==> src/design/srs_pkg.sv <==
// Shared constants, codes and control types for the ramp sequencer.
`default_nettype none
package srs_pkg;

	localparam int CntW = 32;
	localparam int AccW = 20;
	localparam int ModeW = 3;
	localparam int StW = 2;
	localparam int SigW = 3;

	// 1e18 in ns^2, numerator of the ramp length
	localparam int NumW = 60;
	localparam logic [NumW-1:0] NS2 = 60'd1000000000000000000;
	localparam logic [CntW-1:0] TINT_RESET = 32'd1000000;
	localparam logic [CntW-1:0] RUN_CRUISE = 32'd10;

	localparam logic [ModeW-1:0] MODE_MOVE_BY = 3'd0;
	localparam logic [ModeW-1:0] MODE_MOVE_TO = 3'd1;
	localparam logic [ModeW-1:0] MODE_RUN = 3'd2;
	localparam logic [ModeW-1:0] MODE_TICK = 3'd3;
	localparam logic [ModeW-1:0] MODE_SET_POS = 3'd4;

	localparam logic [StW-1:0] ST_OK = 2'd0;
	localparam logic [StW-1:0] ST_INVALID = 2'd1;
	localparam logic [StW-1:0] ST_DIR_REFUSED = 2'd2;

	localparam logic [SigW-1:0] SIG_NONE = 3'd0;
	localparam logic [SigW-1:0] SIG_START = 3'd1;
	localparam logic [SigW-1:0] SIG_CRUISE = 3'd2;
	localparam logic [SigW-1:0] SIG_DECEL = 3'd3;
	localparam logic [SigW-1:0] SIG_HALT = 3'd4;

	localparam logic [1:0] REG_ACCEL = 2'd0;
	localparam logic [1:0] REG_TINT = 2'd1;
	localparam logic [1:0] REG_DUAL = 2'd2;

	typedef struct packed {
		logic accept;
		logic ramp_start;
		logic ramp_sel;   // 0: cruise interval, 1: present interval
		logic cap_acc;
		logic cap_idx;
		logic exec;
	} srs_cmd_t;

	typedef struct packed {
		logic plan_req;
		logic ramp_done;
		logic out_free;
	} srs_sts_t;

endpackage
`default_nettype wire

==> src/design/srs_ctrl.sv <==
// Controller: sequences accept, the two ramp-length runs and the state update.
`default_nettype none
module srs_ctrl
	import srs_pkg::*;
(
	input  wire logic     clk,
	input  wire logic     arst_n,
	input  wire logic     in_valid,
	output logic          in_stall,
	input  wire srs_sts_t sts,
	output srs_cmd_t      cmd
);

	localparam logic [2:0] S_IDLE = 3'd0;
	localparam logic [2:0] S_LOAD = 3'd1;
	localparam logic [2:0] S_RA_WT = 3'd2;
	localparam logic [2:0] S_RI_GO = 3'd3;
	localparam logic [2:0] S_RI_WT = 3'd4;
	localparam logic [2:0] S_EXEC = 3'd5;

	logic [2:0] state_q, state_d;

	assign in_stall = state_q != S_IDLE;

	always_comb begin
		state_d = state_q;
		cmd = '0;
		case (state_q)
			S_IDLE: begin
				if (in_valid) begin
					cmd.accept = 1'b1;
					state_d = S_LOAD;
				end
			end
			S_LOAD: begin
				if (sts.plan_req) begin
					cmd.ramp_start = 1'b1;
					state_d = S_RA_WT;
				end else begin
					state_d = S_EXEC;
				end
			end
			S_RA_WT: begin
				if (sts.ramp_done) begin
					cmd.cap_acc = 1'b1;
					state_d = S_RI_GO;
				end
			end
			S_RI_GO: begin
				cmd.ramp_start = 1'b1;
				cmd.ramp_sel = 1'b1;
				state_d = S_RI_WT;
			end
			S_RI_WT: begin
				cmd.ramp_sel = 1'b1;
				if (sts.ramp_done) begin
					cmd.cap_idx = 1'b1;
					state_d = S_EXEC;
				end
			end
			S_EXEC: begin
				// hold until the result word can be loaded
				if (sts.out_free) begin
					cmd.exec = 1'b1;
					state_d = S_IDLE;
				end
			end
			default: state_d = S_IDLE;
		endcase
	end

	always_ff @(posedge clk or negedge arst_n) begin
		if (!arst_n) state_q <= S_IDLE;
		else state_q <= state_d;
	end

endmodule
`default_nettype wire

==> config.mk <==
export PLATFORM = sky130hd
export DESIGN_NAME = srs_ctrl
export DESIGN_NICKNAME = d
export VERILOG_FILES = /design/src/design/srs_pkg.sv /design/src/design/srs_ctrl.sv
export SDC_FILE = /design/constraint.sdc
export NUM_CORES = 1
export LEC_CHECK = 0
export BUFFER_PORTS_ARGS = -buffer_cell sky130_fd_sc_hd__buf_2
export CORE_AREA = 8 8 45 47
export DETAILED_ROUTE_END_ITERATION = 6
export DIE_AREA = 0 0 53 55
export SYNTH_ARGS = -nofsm -noshare
export SYNTH_HDL_FRONTEND = slang
export SYNTH_SLANG_ARGS = --single-unit
==> constraint.sdc <==
create_clock -name clk -period 2.4 [get_ports clk]
set_input_delay 0.6 -clock clk [delete_from_list [all_inputs] [get_ports clk]]
set_output_delay 0.6 -clock clk [all_outputs]
set_load 0.005 [all_outputs]
==> flow_summary.yaml <==
logic_synthesis:
  syn_area_per_cell_um2: 8.000
  ys_warn_count: 0
  syn_inst: 33
  netlist_area_um2: 264.0
  synth.distinct_cells: 22
  ys_seq_elements: 3
  synth_nets: 39
  yosysSeqAreaShare_pct: 28.44
route:
  routed_via_density: 4.500
  routed_wl_um: 689
  first_pass_iters: 2
  avgRoutedWirePerCell_um: 11.11
  drcViolationCount: 0
  vias: 279
  drt_iter0_markers: 7
  antenna_left: 0
global_route:
  grt_pass1_vias: 247
  grt_pass1_wl_um: 979
  grt_overflow: 0
  grt_max_degree: 15
  track_usage_pct: 4.978
  antenna_found_initial: 0
flow_run:
  drv_cap: 0
timing:
  min_period_over_period_pct: 80.28
  tns_ps: 0
  slew_headroom_pct: 74.16
  finalSetupViolCount: 0
  fmax_mhz: 519.0
  tightest_slew_ps: 387.6
  skew_ps: 2.296
  rsz0062_at_grt: "no"
  hold_viol_final: 0
  period_needed_ps: 1927
  slew_violations: 0
place:
  dp.final_hpwl_um: 501.8
  gp_congestion: 0.7296
  placed_area_um2: 322.8
  port_buffers: 12
outcome:
  outcome: "finished clean"
cts:
  tritoncts: "done"
  clkTransAtPathRegs_ps: 40
  clockRootBuffer: "clkbuf_4"
  cts_buffer_depth: 2
  numCtsBuffers: 3
  clock-sinks: 3
  post_cts_resize_count: 0
  post_cts_buffers: 0
  clk_latency_ps: 240
  ctsHoldBuffers: 0
  htree_levels: 1
power_and_ir_drop:
  ir_drop_mv: 0.4457
  power.leakage_nw: 0.1725
  power_density_mw_per_mm2: 1265
finish:
  areaGrowthSynthToFinish_pct: 32.23
  fin_area_um2: 349.1
  largest_reg_flops: 3
  top_regs: "state_q: 3 flops"
  drive_gt1_share_pct: 39.13
  fillers: 150
  n_antenna_cell: 0
  nets: 53
  top_register: "state_q"
  post-route-util_pct: 25.23
  multiInputGateArea_um2: 160.2
  regArea_um2: 75.07
floorplanning:
  die_w_um: 53
  die-area_mm2: 0.002915
  initial_core_util_pct: 19.08
  io_pins: 13
  die-height_um: 55
  coreArea_mm2: 0.001384
  row_count: 14
setup_path:
  cp-end-kind: "primary output"
  start_kind: "flop"
  crit_arrival_ps: 1330
  required_ps: 1800
  path_max_fanout: 11
  crit_type: "flop to primary output"
worst_hold_path:
  hp-class: "input port to asynchronous set/reset pin"
[cell usage after synthesis (all sizes together)]
cell    instances  area share (%)
o21ai           4             7.6
buf             3             8.1
dfrtp           3              28
nand2           3             4.3
nor2            3             5.2
a21oi           2             3.8
inv             2             2.8
nor2b           2             4.7
and2b           1             3.8
and3            1             2.4
mux2            1             4.3
mux2i           1             3.8
nand2b          1             2.4
nand3b          1             2.8
nor3            1             1.9
nor3b           1             2.8
nor4bb          1             3.8
o211ai          1             2.8
or3             1             4.3
[per-stage QoR]
step                      hold slack [ps]  setup slack, ps  cells  power, mW
after detailed placement            397.8            687.3     58     0.3562
after floorplan                     304.4            847.3     33     0.3071
after global placement              396.4            679.7     58     0.3524
after CTS                           145.2            455.3     62     0.4501
final                               148.6            473.2     62     0.4417
after global routing                148.2            410.8     62     0.4771
[where the power goes]
| part | total, mW | internal [mW] | switching, mW |
|---|---|---|---|
| Combinational | 0.198 | 0.123 | 0.0751 |
| Sequential | 0.152 | 0.0761 | 0.0755 |
| Clock | 0.0918 | 0.0625 | 0.0292 |
[cells in the final DEF, fill, tap and decap left out]
| cell type | instances |
|---|---|
| and2b_4 | 1 |
| nand2b_1 | 1 |
| clkbuf_4 | 3 |
| and3_1 | 1 |
| o21ai_0 | 2 |
| nand3b_1 | 1 |
| o211ai_1 | 1 |
| nor4bb_1 | 1 |
| o21ai_1 | 2 |
| nor2_1 | 2 |
| mux2_1 | 1 |
| nand2_1 | 3 |
| mux2i_1 | 1 |
| clkbuf_1 | 1 |
| dfrtp_1 | 3 |
| inv_1 | 2 |
| nor2_2 | 1 |
| nor3_1 | 1 |
| buf_2 | 12 |
| a21oi_1 | 2 |
| nor2b_1 | 2 |
| nor3b_1 | 1 |
| or3_4 | 1 |
[per-layer routing]
| layer | up-vias | track usage [%] | part of all wire [%] |
|---|---|---|---|
| met2 | 14 | 7.422 | 45 |
| met3 | 4 | 1.070 | 9.4 |
| met4 | 0 | 9.052 | 6.1 |
| met1 | 125 | 4.268 | 39 |
| li1 | 136 | - | - |
| met5 | - | 0 | 0 |
[worst max-delay path, stage by stage, from the launching register on]
cell	delay, ps
dfrtp_1	480
or3_4	430
nor2_2	70
buf_2	110
[path summary, 6_finish.rpt]
path | from | endpoint | slack [ps] | cells past startpoint
max | state_q[0] | cmd[5] | 470 | 3
min | arst_n | state_q[1] | 150 | 1
max reg2reg | state_q[2] | state_q[0] | 1140 | 3
min reg2reg | state_q[0] | state_q[0] | 670 | 1
max in group asynchronous | arst_n | state_q[2] | 2140 | 1
min in group clk | sts[2] | state_q[1] | 640 | 3
[logic make-up after synthesis]
logic type             Yosys count  synth area share [%]
AND/OR/NAND/NOR                 16                 38.39
AO/OA/AOI/OAI                    7                 14.22
buffers and inverters            5                 10.90
flip-flops                       3                 28.44
multiplexers                     2                 8.057
[layout make-up]
class / instances / area share, %
timing repair buffer: 12 / 17.20
sequential: 3 / 21.51
multi-input combinational: 25 / 45.88
tap: 16 / 5.735
clock buffer: 4 / 7.527
inverter: 2 / 2.151
Note: power is estimated with default switching activity, not from simulation.
